===== src/rtl/lbnc_pkg.sv =====
// shared types, constants and index helpers for the bloom negative check
package lbnc_pkg;

    localparam int NUM_VARIANTS_DEF = 16;
    localparam int WORDS_PER_BLOOM  = 32;
    localparam int WORD_IDX_W       = 5;
    localparam int WORD_W           = 64;
    localparam int BIT_IDX_W        = 6;
    localparam int IDX_W            = 11;
    localparam int HASH_W           = 48;
    localparam int SLOT_W           = 4;
    localparam int COUNT_W          = 5;
    localparam int ACTION_W         = 2;
    localparam int BLOOM_BYTES      = 256;
    localparam int BITS_PER_ADD     = 3;
    localparam int QUEUE_DEPTH      = 2;
    localparam int QPTR_W           = $clog2(QUEUE_DEPTH);
    localparam int IN_DATA_W        = 128;
    localparam int OUT_DATA_W       = 8;

    // action codes on the input tuser
    localparam logic [ACTION_W-1:0] ACT_CLEAR = 2'd0;
    localparam logic [ACTION_W-1:0] ACT_ADD   = 2'd1;
    localparam logic [ACTION_W-1:0] ACT_BLOCK = 2'd2;

    typedef enum logic [1:0] {
        CMD_CLEAR = 2'd0,
        CMD_ADD   = 2'd1,
        CMD_BLOCK = 2'd2
    } cmd_kind_t;

    typedef struct packed {
        cmd_kind_t                           kind;
        logic [SLOT_W-1:0]                   slot;
        logic [BITS_PER_ADD-1:0][IDX_W-1:0]  idx;
        logic [WORD_IDX_W-1:0]               word_index;
        logic [WORD_W-1:0]                   block_word;
        logic                                last;
    } cmd_t;

    // bloom byte 255 - idx/8 lives in word byte_pos/8
    function automatic logic [WORD_IDX_W-1:0] bloom_word(input logic [IDX_W-1:0] idx);
        logic [7:0] byte_pos;
        byte_pos = 8'(BLOOM_BYTES - 1) - idx[IDX_W-1:3];
        return byte_pos[7:3];
    endfunction

    // bit position inside that word: byte lane times eight plus idx mod 8
    function automatic logic [BIT_IDX_W-1:0] bloom_bit(input logic [IDX_W-1:0] idx);
        logic [7:0] byte_pos;
        byte_pos = 8'(BLOOM_BYTES - 1) - idx[IDX_W-1:3];
        return {byte_pos[2:0], idx[2:0]};
    endfunction

endpackage


===== src/rtl/lbnc_queue.sv =====
// short command queue between decode and execution
module lbnc_queue (
    input  logic            clk,
    input  logic            rst_n,
    input  logic            in_valid,
    output logic            in_ready,
    input  lbnc_pkg::cmd_t  in_cmd,
    output logic            out_valid,
    input  logic            out_ready,
    output lbnc_pkg::cmd_t  out_cmd
);

    localparam logic [lbnc_pkg::QPTR_W-1:0] LAST_PTR = lbnc_pkg::QPTR_W'(lbnc_pkg::QUEUE_DEPTH - 1);
    localparam int CNT_W = lbnc_pkg::QPTR_W + 1;

    lbnc_pkg::cmd_t                  entry_reg [lbnc_pkg::QUEUE_DEPTH];
    logic [lbnc_pkg::QPTR_W-1:0]     wr_ptr_reg, wr_ptr_next;
    logic [lbnc_pkg::QPTR_W-1:0]     rd_ptr_reg, rd_ptr_next;
    logic [CNT_W-1:0]                count_reg, count_next;
    logic                            push, pop;

    assign in_ready  = count_reg != CNT_W'(lbnc_pkg::QUEUE_DEPTH);
    assign out_valid = count_reg != '0;
    assign out_cmd   = entry_reg[rd_ptr_reg];
    assign push      = in_valid && in_ready;
    assign pop       = out_valid && out_ready;

    always_comb
    begin
        wr_ptr_next = wr_ptr_reg;
        rd_ptr_next = rd_ptr_reg;
        count_next  = count_reg;
        if (push)
            wr_ptr_next = (wr_ptr_reg == LAST_PTR) ? '0 : wr_ptr_reg + 1'b1;
        if (pop)
            rd_ptr_next = (rd_ptr_reg == LAST_PTR) ? '0 : rd_ptr_reg + 1'b1;
        if (push && !pop)
            count_next = count_reg + 1'b1;
        else if (pop && !push)
            count_next = count_reg - 1'b1;
    end

    always_ff @(posedge clk or negedge rst_n)
    begin
        if (!rst_n)
        begin
            wr_ptr_reg <= '0;
            rd_ptr_reg <= '0;
            count_reg  <= '0;
        end
        else
        begin
            wr_ptr_reg <= wr_ptr_next;
            rd_ptr_reg <= rd_ptr_next;
            count_reg  <= count_next;
        end
    end

    always_ff @(posedge clk)
    begin
        if (push)
            entry_reg[wr_ptr_reg] <= in_cmd;
    end

endmodule


===== config.mk =====
export PLATFORM = sky130hd
export DESIGN_NAME = lbnc_queue
export DESIGN_NICKNAME = d
export VERILOG_FILES = /design/src/rtl/lbnc_pkg.sv /design/src/rtl/lbnc_queue.sv
export SDC_FILE = /design/constraint.sdc
export NUM_CORES = 1
export LEC_CHECK = 0
export ABC_AREA = 1
export ABC_CLOCK_PERIOD_IN_PS = 6000
export BUFFER_PORTS_ARGS = -buffer_cell sky130_fd_sc_hd__buf_2
export CAP_MARGIN = 15
export CELL_PAD_IN_SITES_DETAIL_PLACEMENT = 1
export CELL_PAD_IN_SITES_GLOBAL_PLACEMENT = 1
export CORE_UTILIZATION = 37
export DETAILED_ROUTE_END_ITERATION = 8
export PLACE_DENSITY = 0.76
export SETUP_SLACK_MARGIN = 0.4
export SYNTH_ARGS = -nofsm -noshare
export SYNTH_HDL_FRONTEND = slang
export SYNTH_SLANG_ARGS = --single-unit
export TNS_END_PERCENT = 1

===== constraint.sdc =====
create_clock -name clk -period 6 [get_ports clk]
set_input_delay 1.2 -clock clk [delete_from_list [all_inputs] [get_ports clk]]
set_output_delay 1.2 -clock clk [all_outputs]
set_load 0.01 [all_outputs]

---- After elaboration in Yosys (flattened, before gate mapping) ----
Memories as Yosys holds them, arrays and structs flattened.
Index checks and enable logic that the tools add are counted.
word-level totals
  register bits ........................... 4
  RAM bits ................................ 218
  input port bits ......................... 113
  output and inout port bits .............. 111
  word-level logic and storage cells ...... 23
  memories kept ........................... 1
operators by class
  add/subtract/negate cells ............... 4
  equal/unequal tests ..................... 1
  muxes and demuxes ....................... 6
  reductions and logical operators ........ 8
memory list
  name       words  width  read ports  clocked after Yosys merged registers in  wr ports  line              source
  entry_reg  2      109    1           0                                        1         lbnc_queue.sv:16  lbnc_pkg::cmd_t entry_reg [lbnc_pkg::QUEUE_DEPTH];
operator list
  operator                                           number
  logical AND 1 bit                                  4
  2-to-1 mux 1 bit                                   4
  2-to-1 mux 2 bit                                   2
  nonzero test 2 bit                                 2
  adder 1 bit (second input constant)                2
  adder 2 x 1 -> 2 bit (second input constant)       1
  logical NOT 1 bit                                  2
  != test 2 bit (second input constant)              1
  subtractor 2 x 1 -> 2 bit (second input constant)  1

---- Depth between registers and ports, before layout ----
Gate-level depths: netlist of the first run.
  depth after elaboration ................. 6
  mapped depth ............................ 10
  gate-level depth less buffers ........... 10

---- Least setup slack after synthesis of the first run ----
No wires, ideal clock.
  kind .................................... in2reg
  start ................................... in in_valid
  end ..................................... mem entry_reg[0][0] in the netlist's numbering (enable)
  library setup time ...................... 0.578 ns
  data arrival time ....................... 5.844 ns
  required time ........................... 5.422 ns
  slack ................................... -0.422 ns
  cell stages on the path ................. 2
  path buffers ............................ 0
  cell sequence ........................... nand2_1 > nor2_1
between the ends
  word-level cells in the longest chain between the ends .. 3
ends and longest elaborated chain
  element                                 line              source
  start, declared                         lbnc_queue.sv:5   input logic in_valid,
  logical AND 1 bit                       lbnc_queue.sv:25  assign push = in_valid && in_ready;
  2-to-1 mux 1 bit                        lbnc_queue.sv:61  if (push)
  2-to-1 mux 1 bit (implied by the code)  lbnc_queue.sv:62  entry_reg[wr_ptr_reg] <= in_cmd;
  end, declared                           lbnc_queue.sv:16
No other way between the ends.

==> summary.txt, run 1 <==
Global route
  • GR Util All Layers: 0.161
  • First-pass GRT wire length: 28,000 µm
  • Initial antenna violation count: 0
  • Total grt overflow: 0
  • Vias in the first global route: 5,364
  • Largest net degree at the start of global routing: 83

CTS
  • CTS tree: done
  • Postcts setup bufs: 0
  • H-tree depth: 1
  • Hold-fix buffers, CTS: 0
  • TritonCTS sink count: 222
  • Clock-pin transition on the worst setup and hold timing paths: 0.06 ns
  • Worst-case clock buffer depth: 3
  • CTS root buf: clkbuf_16
  • CTS Buf Count: 23
  • Cts repair resizes: 0
  • Clock latency on the worst-skew pair: a little under 0.5 ns

Logic synthesis
  • Seq cells post-synth: roughly 220
  • Synth top area share: 0.800
  • Synth cell types: 14
  • Syn Inst Count: 598
  • Syn Area/Cell: 13.7 µm²
  • Synth Warn #: 0
  • Synth Net Count: roughly 710
  • Synth area leader: edfxtp_1
  • Mapped Area: roughly 8200 µm²
  • Seq/Total Area, Yosys: 0.812
  • Top cells by area, synth: edfxtp_1, nand2_1, buf_6

Critical path
  • Arrival time worst endpoint: ~2.8 ns
  • Critical Path Start Type: register
  • Worst setup EP type: output pin
  • Reg-to-reg endpoint: entry_reg[0][64]$_DFFE_PP_
  • CP delay by family, top: buffers and inverters
  • Slowest cell on the critical path: dfrtp_4
  • Reg2Reg Depth: 5
  • Worst Setup SP: rd_ptr_reg$_DFFE_PN0P_
  • Critical path type: register to output pin
  • Worst reg2reg startpoint: count_reg[0]$_DFFE_PN0P_
  • CP max stage delay: 0.69 ns
  • Worst setup path end: out_cmd[71]
  • CP max FO: 58
  • Flop2flop setup slack: 3.44 ns
  • Top cell by count, worst path: nand2_1
  • CP Data Required Time: 4.80 ns
  • Levels on crit path: 5
  • Worst Path Buf+Inv: 3
  • Critical-path cell list: inv_4, buf_4, nand2_1, nand2_1, buf_2

Routing
  • DRT Wirelength: 18,700 µm
  • Detail Route Antenna Nets: 0
  • # DRC: 0
  • DRT iter0 DRCs: 142
  • Routed vias/inst: between 4 and 5
  • Vias: a little over 5,000
  • Detailed-route wire length per cell: about 17 µm
  • Detailed Routing Iterations Pass 1: 4

Placed design
  • DP HPWL: between 10,000 and 15,000 µm
  • # placed instances: 1,081
  • I/O Buffers: 223
  • Placer congestion estimate: 0.728
  • Post-DP Area: roughly 9500 µm²
  • Place WS: 2.44 ns

Timing
  • Worst slew pin tran: 1.14 ns
  • Final Hold Viols: 0
  • RSZ-0062 raised after global routing: false
  • Final Critical Period: around 4 ns
  • Final setup violating endpoints: 0
  • Slew Viols, Final: 0
  • F_max: 249 MHz
  • Setup Skew: 0.00909 ns
  • Hold slack: 0.508 ns
  • Tcrit/Tclk final: 0.669
  • Worst setup margin: between 1.5 and 2 ns
  • Rel. slew slack: 0.237

Finish
  • Commonest non-fill, non-tap cell in the layout: nand2_1
  • Final Cell Area: 10,200 µm²
  • Number of flip-flops under the largest register name: 218
  • Most frequent cells in the layout: nand2_1, buf_2, edfxtp_1
  • Final cell count without fillers: 1,122
  • Final core utilization: 0.470
  • Antenna diodes: 0
  • Syn-to-layout area delta: 25.1%
  • Layout cells sized above 1: 0.310
  • Final nets: between 900 and 1,000

Floorplan
  • Die X: 151 µm
  • Std cell rows: 54
  • Die area: 22,700 µm²
  • Chip height: approximately 150 µm
  • Core Box Area: 21,800 µm²
  • Io pins: 224
  • Initial core utilization: 0.376

Power and ir drop
  • Peak VDD IR: about 0.41 mV
  • Power Density: 503 nW/µm²
  • Static leakage: about 4.4 nW

Status
  • Outcome: finished, final reports clean

Worst hold path
  • Hold WC Path Type: input pin to asynchronous set/reset pin

Job
  • Max-Cap Viols: 0
## cells in the mapped netlist
| cell | count |
|---|---|
| nand4_1 | 1 |
| nor2_1 | 2 |
| nand3_1 | 2 |
| inv_2 | 1 |
| nand2_1 | 337 |
| ha_1 | 1 |
| buf_2 | 11 |
| edfxtp_1 | 218 |
| dfrtp_1 | 4 |
| inv_1 | 6 |
| buf_4 | 3 |
| xor2_1 | 1 |
| buf_6 | 10 |
| xnor2_1 | 1 |
## cells by family (layout without fill, tap and decap cells)
group	after synthesis	after routing	share of synthesized area
fa+ha+maj	1	1	0.00153
simple gates	342	342	0.158
xor+xnor	2	2	0.00214
flops	222	222	0.812
buf+inv	31	275	0.0265
## worst reg2reg max path, stage by stage, from the launching register on
cell,delay (ns)
dfrtp_1,0.40
inv_1,0.10
nand2_1,0.08
nand2_1,0.17
nor2_4,0.90
buf_12,0.49
## worst min path at each step
stage	from	to	cells after the start
floorplan	count_reg[1]$_DFFE_PN0P_	count_reg[1]$_DFFE_PN0P_	2
global placement	count_reg[1]$_DFFE_PN0P_	count_reg[1]$_DFFE_PN0P_	2
detailed placement	count_reg[1]$_DFFE_PN0P_	count_reg[1]$_DFFE_PN0P_	2
CTS	rst_n	count_reg[0]$_DFFE_PN0P_	1
global route	rst_n	count_reg[0]$_DFFE_PN0P_	1
finish	rst_n	count_reg[0]$_DFFE_PN0P_	1
## where the power goes
| group | internal [mW] | switching, mW |
|---|---|---|
| sequential | 2.12 | 0.140 |
| combinational | 0.498 | 1.05 |
| clock | 0.790 | 0.545 |
| total | 3.41 | 1.74 |
## through the flow
step           power, mW  TNS, ns
2_1_floorplan       3.27   -92.01
3_3_place_gp        3.83        0
3_5_place_dp        3.89        0
4_1_cts             5.25        0
5_1_grt             5.48        0
6_report            5.15        0
## routing by layer
layer | track usage | vias to the layer above | part of all wire
met4 | 0.0275 | 0 | 0.0087
met5 | 0 | - | 0
met2 | 0.288 | 156 | 0.52
met1 | 0.199 | 2519 | 0.41
li1 | - | 2469 | -
met3 | 0.0418 | 17 | 0.068
## area by class of cell
type	count	area, µm²
Inverter	7	28.8
Clock inverter	11	100
Multi-Input combinational cell	345	1330
Sequential cell	222	6650
Timing Repair Buffer	227	1170
Fill cell	2338	11500
Clock buffer	30	602
Tap cell	280	350
(Power assumes the default switching activity.)
==> inputs of run 2 (changes only) <==
--- a/config.mk
+++ b/config.mk
@@ -6,7 +6,7 @@
 export NUM_CORES = 1
 export LEC_CHECK = 0
 export ABC_AREA = 1
-export ABC_CLOCK_PERIOD_IN_PS = 6000
+export ABC_CLOCK_PERIOD_IN_PS = 3480
 export BUFFER_PORTS_ARGS = -buffer_cell sky130_fd_sc_hd__buf_2
 export CAP_MARGIN = 15
 export CELL_PAD_IN_SITES_DETAIL_PLACEMENT = 1
==> constraint.sdc (replaced) <==
create_clock -name clk -period 3.48 [get_ports clk]
set_input_delay 0.696 -clock clk [delete_from_list [all_inputs] [get_ports clk]]
set_output_delay 0.696 -clock clk [all_outputs]
set_load 0.01 [all_outputs]
==> summary.txt, run 2 (synthesis gave the netlist of run 1 again) <==
Power and ir drop
  • Static leakage: 4.47 nW (+1.8%)
  • Peak VDD IR: 0.426 mV (+3.5%)
  • Power Density: 889 nW/µm² (+77%)

Worst hold path
  • Hold_sp: in_cmd[99]
  • Hold WC Path Type: input pin to register
  • Worst hold endpoint: entry_reg[1][99]$_DFFE_PP_
  • Hold Crit Depth: 1

CTS
  • CTS tree: done
  • Clock-pin transition on the worst setup and hold timing paths: 0.06 ns (about the same)
  • Clock latency on the worst-skew pair: 0.50 ns (about the same)
  • Worst-case clock buffer depth: 3 (unchanged)
  • CTS root buf: clkbuf_16
  • CTS Buf Count: 24 (+4.3%)
  • H-tree depth: 1 (unchanged)
  • TritonCTS sink count: 222 (unchanged)
  • Postcts setup bufs: 0 (unchanged)

Timing
  • Setup Skew: 0.00818 ns (-0.000915 ns)
  • Slew Viols, Final: 0 (unchanged)
  • RSZ-0062 raised after global routing: false
  • Worst slew pin tran: 0.787 ns (-0.354 ns)
  • Final setup violating endpoints: 0 (unchanged)
  • Final Critical Period: 2.70 ns
  • Final Hold Viols: 0 (unchanged)
  • Tcrit/Tclk final: 0.775
  • F_max: 371 MHz
  • Rel. slew slack: 0.475 (+0.238)

Critical path
  • Critical Path Start Type: register
  • CP max stage delay: 0.49 ns (-0.20 ns)
  • Reg2Reg Depth: 5 (unchanged)
  • Worst reg2reg startpoint: count_reg[0]$_DFFE_PN0P_
  • Worst setup EP type: output pin
  • Arrival time worst endpoint: 2.00 ns (-0.81 ns)
  • Critical-path cell list: clkinv_2, buf_4, nand2_1, nand2_1, buf_2
  • Reg-to-reg endpoint: entry_reg[1][37]$_DFFE_PP_
  • Worst Path Buf+Inv: 3 (unchanged)
  • Flop2flop setup slack: 1.56 ns (-1.88 ns)
  • Top cell by count, worst path: nand2_1
  • CP Data Required Time: 2.78 ns (-2.02 ns)
  • Slowest cell on the critical path: dfrtp_4
  • CP delay by family, top: buffers and inverters
  • CP max FO: 37 (-36%)
  • Critical path type: register to output pin

Routing
  • Routed vias/inst: 4.57 (-0.60%)
  • DRT Wirelength: 18,600 µm (-0.25%)
  • DRT iter0 DRCs: 180 (+27%)
  • Detailed-route wire length per cell: 16.5 µm (-0.69%)
  • Detailed Routing Iterations Pass 1: 4 (unchanged)
  • # DRC: 0 (unchanged)
  • Vias: 5,153 (-0.16%)
  • Detail Route Antenna Nets: 0 (unchanged)

Placed design
  • Placer congestion estimate: 0.682 (-6.3%)
  • DP HPWL: 12,000 µm (-1.2%)
  • Post-DP Area: 9560 µm² (+0.30%)
  • # placed instances: 1,085 (+0.37%)
  • I/O Buffers: 223 (unchanged)

Finish
  • Commonest non-fill, non-tap cell in the layout: nand2_1
  • Syn-to-layout area delta: 27.1%
  • Most frequent cells in the layout: nand2_1, buf_2, edfxtp_1
  • Final core utilization: 0.478 (+0.00736)
  • Number of flip-flops under the largest register name: 218 (unchanged)
  • Final Cell Area: 10,400 µm² (+1.6%)
  • Final cell count without fillers: 1,127 (+0.45%)
  • Final nets: 946 (+0.64%)
  • Layout cells sized above 1: 0.317 (+0.00681)

Global route
  • Met1 usage: 0.185 (-0.0132)
  • Total grt overflow: 0 (unchanged)
  • Most Crowded Layer GR: met2
  • M3 GR Usage: 0.0430 (+0.00121)
  • GR Util All Layers: 0.161 (about the same)
  • Vias in the first global route: 5,326 (-0.71%)
  • Initial antenna violation count: 2 (+2)
  • Largest net degree at the start of global routing: 59 (-29%)
  • Met2 Track Usage GR: 0.297 (+0.00899)
  • First-pass GRT wire length: 27,800 µm (-0.47%)

Floorplan
  • Core Box Area: 21,800 µm² (unchanged)
  • Io pins: 224 (unchanged)
  • Die area: 22,700 µm² (unchanged)
  • Die X: 151 µm (unchanged)
  • Initial core utilization: 0.376 (unchanged)
  • Std cell rows: 54 (unchanged)
  • Chip height: 151 µm (unchanged)

Job
  • Max-Cap Viols: 0 (unchanged)

Status
  • Outcome: finished, final reports clean
run 2: changes by cell type in the layout (fill, tap and decap cells not counted), sizes merged:
cell and change:
buf +4, bufinv +3, clkinv -3, diode +1, dlygate4sd3 +1, inv -1
run 2: what timing repair did:
item	CTS	global route
hold buffers	1	0
resized for setup	0	0
hold endpoints to repair	4	0
run 2: cell type report:
cell class	count	area [µm²]
Clock inverter	10	176
Inverter	7	27.5
Timing Repair Buffer	232	1210
Tap cell	280	350
Clock buffer	30	644
Multi-Input combinational cell	345	1330
Sequential cell	222	6650
Fill cell	2367	11400
Antenna cell	1	2.50
run 2: stage by stage:
step           TNS, ns  hold WS, ns  setup slack, ns  total power [mW]
2_1_floorplan  -134.29        0.400           -0.616              5.59
3_3_place_gp         0        0.484             1.31              6.63
3_5_place_dp         0        0.495             1.28              6.73
4_1_cts              0        0.352            0.720              9.41
5_1_grt              0        0.356            0.646              9.80
6_report             0        0.382            0.783              9.24
run 2: metal layers:
metal | vias to the layer above | wire length [µm]
met5 | - | 10
met4 | 2 | 244
met3 | 25 | 1330
met2 | 176 | 9710
met1 | 2473 | 7340
li1 | 2477 | -
run 2: how the worst max path moves through the flow:
stage / from / slack [ns] / cells after the start / endpoint
after floorplan: in_valid / -0.62 / 2 / entry_reg[0][0]$_DFFE_PP_
after CTS: rd_ptr_reg$_DFFE_PN0P_ / 0.72 / 5 / out_cmd[86]
after global routing: rd_ptr_reg$_DFFE_PN0P_ / 0.65 / 5 / out_cmd[86]
final: rd_ptr_reg$_DFFE_PN0P_ / 0.78 / 5 / out_cmd[86]
after detailed placement: rd_ptr_reg$_DFFE_PN0P_ / 1.28 / 5 / out_cmd[86]
after global placement: rd_ptr_reg$_DFFE_PN0P_ / 1.31 / 5 / out_cmd[7]
run 2: report_power, final:
| group | total, mW | internal, mW | switching, mW |
|---|---|---|---|
| clock | 2.64 | 1.67 | 0.964 |
| sequential | 3.81 | 3.66 | 0.147 |
| combinational | 2.79 | 0.882 | 1.91 |
| total | 9.24 | 6.22 | 3.02 |
==> inputs of run 3 (changes only) <==
--- a/config.mk
+++ b/config.mk
@@ -6,14 +6,14 @@
 export NUM_CORES = 1
 export LEC_CHECK = 0
 export ABC_AREA = 1
-export ABC_CLOCK_PERIOD_IN_PS = 3480
+export ABC_CLOCK_PERIOD_IN_PS = 2550
 export BUFFER_PORTS_ARGS = -buffer_cell sky130_fd_sc_hd__buf_2
 export CAP_MARGIN = 15
 export CELL_PAD_IN_SITES_DETAIL_PLACEMENT = 1
 export CELL_PAD_IN_SITES_GLOBAL_PLACEMENT = 1
-export CORE_UTILIZATION = 37
+export CORE_UTILIZATION = 41
 export DETAILED_ROUTE_END_ITERATION = 8
-export PLACE_DENSITY = 0.76
+export PLACE_DENSITY = 0.79
 export SETUP_SLACK_MARGIN = 0.4
 export SYNTH_ARGS = -nofsm -noshare
 export SYNTH_HDL_FRONTEND = slang
==> constraint.sdc (replaced) <==
create_clock -name clk -period 2.55 [get_ports clk]
set_input_delay 0.51 -clock clk [delete_from_list [all_inputs] [get_ports clk]]
set_output_delay 0.51 -clock clk [all_outputs]
set_load 0.01 [all_outputs]
==> summary.txt, run 3 (synthesis gave the netlist of run 1 again) <==
Global route
  • Largest net degree at the start of global routing: 57 (-3.4%)
  • Total grt overflow: 0 (unchanged)
  • First-pass GRT wire length: 29,500 µm (+5.9%)
  • Vias in the first global route: 5,685 (+6.7%)
  • GR Util All Layers: 0.191 (+0.0302)
  • Initial antenna violation count: 3 (+1)

Routing
  • Vias: 5,367 (+4.2%)
  • Detailed Routing Iterations Pass 1: 4 (unchanged)
  • Detail Route Antenna Nets: 0 (unchanged)
  • DRT iter0 DRCs: 196 (+8.9%)
  • Detailed-route wire length per cell: 18.0 µm (+8.6%)
  • Routed vias/inst: 4.75 (+3.9%)
  • # DRC: 0 (unchanged)
  • DRT Wirelength: 20,300 µm (+8.9%)

Finish
  • Layout cells sized above 1: 0.342 (+0.0250)
  • Filler instances: 2,044 (-14%)
  • Final Cell Area: 10,800 µm² (+3.9%)
  • Final nets: 963 (+1.8%)
  • Commonest non-fill, non-tap cell in the layout: nand2_1
  • Number of flip-flops under the largest register name: 218 (unchanged)
  • Syn-to-layout area delta: 32.0%
  • Multi-input logic area: 1380 µm² (+3.6%)
  • Reg area: 6650 µm² (unchanged)
  • Most frequent cells in the layout: nand2_1, edfxtp_1, buf_2

Critical path
  • Critical path type: register to output pin
  • Critical Path Start Type: register
  • Worst setup EP type: output pin
  • CP max stage delay: 0.52 ns (+0.03 ns)
  • CP delay by family, top: buffers and inverters
  • CP Data Required Time: 2.04 ns (-0.74 ns)
  • Worst Path Buf+Inv: 5 (+2)
  • CP max FO: 7 (-81%)
  • Top cell by count, worst path: buf_12
  • Arrival time worst endpoint: 1.74 ns (-0.26 ns)
  • Critical-path cell list: inv_8, buf_12, buf_12, clkbuf_16, nand2_2, nand2_1, buf_6
  • Slowest cell on the critical path: dfrtp_4

Floorplan
  • Initial core utilization: 0.419 (+0.0429)
  • Io pins: 224 (unchanged)
  • Std cell rows: 51 (-5.6%)
  • Core Box Area: 19,500 µm² (-10%)
  • Die area: 20,500 µm² (-9.6%)
  • Chip height: 143 µm (-4.9%)
  • Die X: 143 µm (-4.9%)

Timing
  • Tcrit/Tclk final: 0.881
  • Worst setup margin: 0.303 ns (-0.480 ns)
  • Final Hold Viols: 0 (unchanged)
  • F_max: 445 MHz
  • RSZ-0062 raised after global routing: true
  • Worst slew pin tran: 0.347 ns (-0.440 ns)
  • Final setup violating endpoints: 0 (unchanged)
  • Setup TNS: 0 ns (unchanged)
  • Rel. slew slack: 0.769 (+0.294)
  • Setup Skew: 0.00813 ns (-0.0000526 ns)
  • Final Critical Period: 2.25 ns
  • Slew Viols, Final: 0 (unchanged)
  • Hold slack: 0.183 ns (-0.200 ns)

CTS
  • TritonCTS sink count: 222 (unchanged)
  • H-tree depth: 1 (unchanged)
  • Worst-case clock buffer depth: 3 (unchanged)
  • CTS Buf Count: 24 (unchanged)
  • CTS root buf: clkbuf_16
  • Clock-pin transition on the worst setup and hold timing paths: 0.06 ns (about the same)
  • Clock latency on the worst-skew pair: 0.51 ns (about the same)
  • CTS tree: done

Placed design
  • DP HPWL: 12,100 µm (+0.61%)
  • Place WS: 0.641 ns (-0.638 ns)
  • Placer congestion estimate: 0.698 (+2.3%)
  • I/O Buffers: 223 (unchanged)
  • Post-DP Area: 9620 µm² (+0.63%)

Worst hold path
  • Hold WC Path Type: input pin to register

Power and ir drop
  • Power Density: 1230 nW/µm² (+39%)
  • Peak VDD IR: 0.616 mV (+45%)
  • Static leakage: 4.65 nW (+4.0%)

Job
  • Max-Cap Viols: 0 (unchanged)

Status
  • Outcome: finished, final reports clean
## run 3: cell count changes in the layout (fill, tap and decap cells not counted), moves of 2 or more
cell       delta
buf_16        +8
bufinv_16     -3
nand2_1      -13
buf_2         -7
buf_12        +6
clkbuf_16     +2
clkinv_1      +3
nand2_2      +10
nand2_4       +3
buf_6         +8
## run 3: final cells by class
type,count,share of cell area
clock buffers,31,0.0600
clock inverters,9,0.00822
diodes,2,0.000463
multi-input cells,345,0.128
well taps,265,0.0307
repair buffers,249,0.154
flip-flops and latches,222,0.616
inverters,7,0.00313
## run 3: worst register-to-register path, delay by kind of cell (launching register included)
family / cells / cell delay, ns
buf+inv: 2 / 0.39
simple gates: 3 / 0.33
flops: 1 / 0.39
## run 3: report_power, final
part | switching [mW] | internal (mW) | total [mW] | leakage, nW
sequential | 0.228 | 4.99 | 5.22 | 2.07
clock | 1.30 | 1.97 | 3.27 | 0.359
combinational | 2.93 | 1.89 | 4.82 | 2.21
## run 3: metrics by stage
| stage | std cells | power, mW | util |
|---|---|---|---|
| after floorplan | 598 | 7.61 | - |
| after CTS | 1126 | 13.3 | 0.547 |
| after detailed placement | 1070 | 9.27 | 0.493 |
| after global placement | 1070 | 9.09 | 0.493 |
| after global routing | 1130 | 14.0 | 0.553 |
| final | 1130 | 13.3 | 0.553 |
## run 3: per-layer routing
| metal | up-vias | track usage | wire, µm |
|---|---|---|---|
| li1 | 2526 | - | - |
| met1 | 2618 | 0.212 | 7770 |
| met2 | 183 | 0.343 | 10400 |
| met3 | 38 | 0.0641 | 1620 |
| met4 | 2 | 0.0649 | 510 |
| met5 | - | 0 | 12 |
## run 3: path summary, 6_finish.rpt
path	end	start	cells past startpoint	slack, ns
setup / recovery	out_cmd[77]	rd_ptr_reg$_DFFE_PN0P_	7	0.30
hold / removal	entry_reg[0][97]$_DFFE_PP_	in_cmd[97]	1	0.18
setup reg to reg	entry_reg[0][24]$_DFFE_PP_	count_reg[0]$_DFFE_PN0P_	5	1.04
hold reg to reg	count_reg[0]$_DFFE_PN0P_	count_reg[0]$_DFFE_PN0P_	1	0.52
max in group asynchronous	rd_ptr_reg$_DFFE_PN0P_	rst_n	2	2.07
min in group asynchronous	rd_ptr_reg$_DFFE_PN0P_	rst_n	2	0.34
## run 3: what timing repair did
item / CTS / global route
hold buffers: 1 / 0
pin swaps: 0 / 4
gates cloned: 5 / 2
gates resized for setup: 16 / 17
setup buffers: 10 / 0
setup endpoints to repair: 109 / 109
endpoints found under the hold margin: 4 / 0
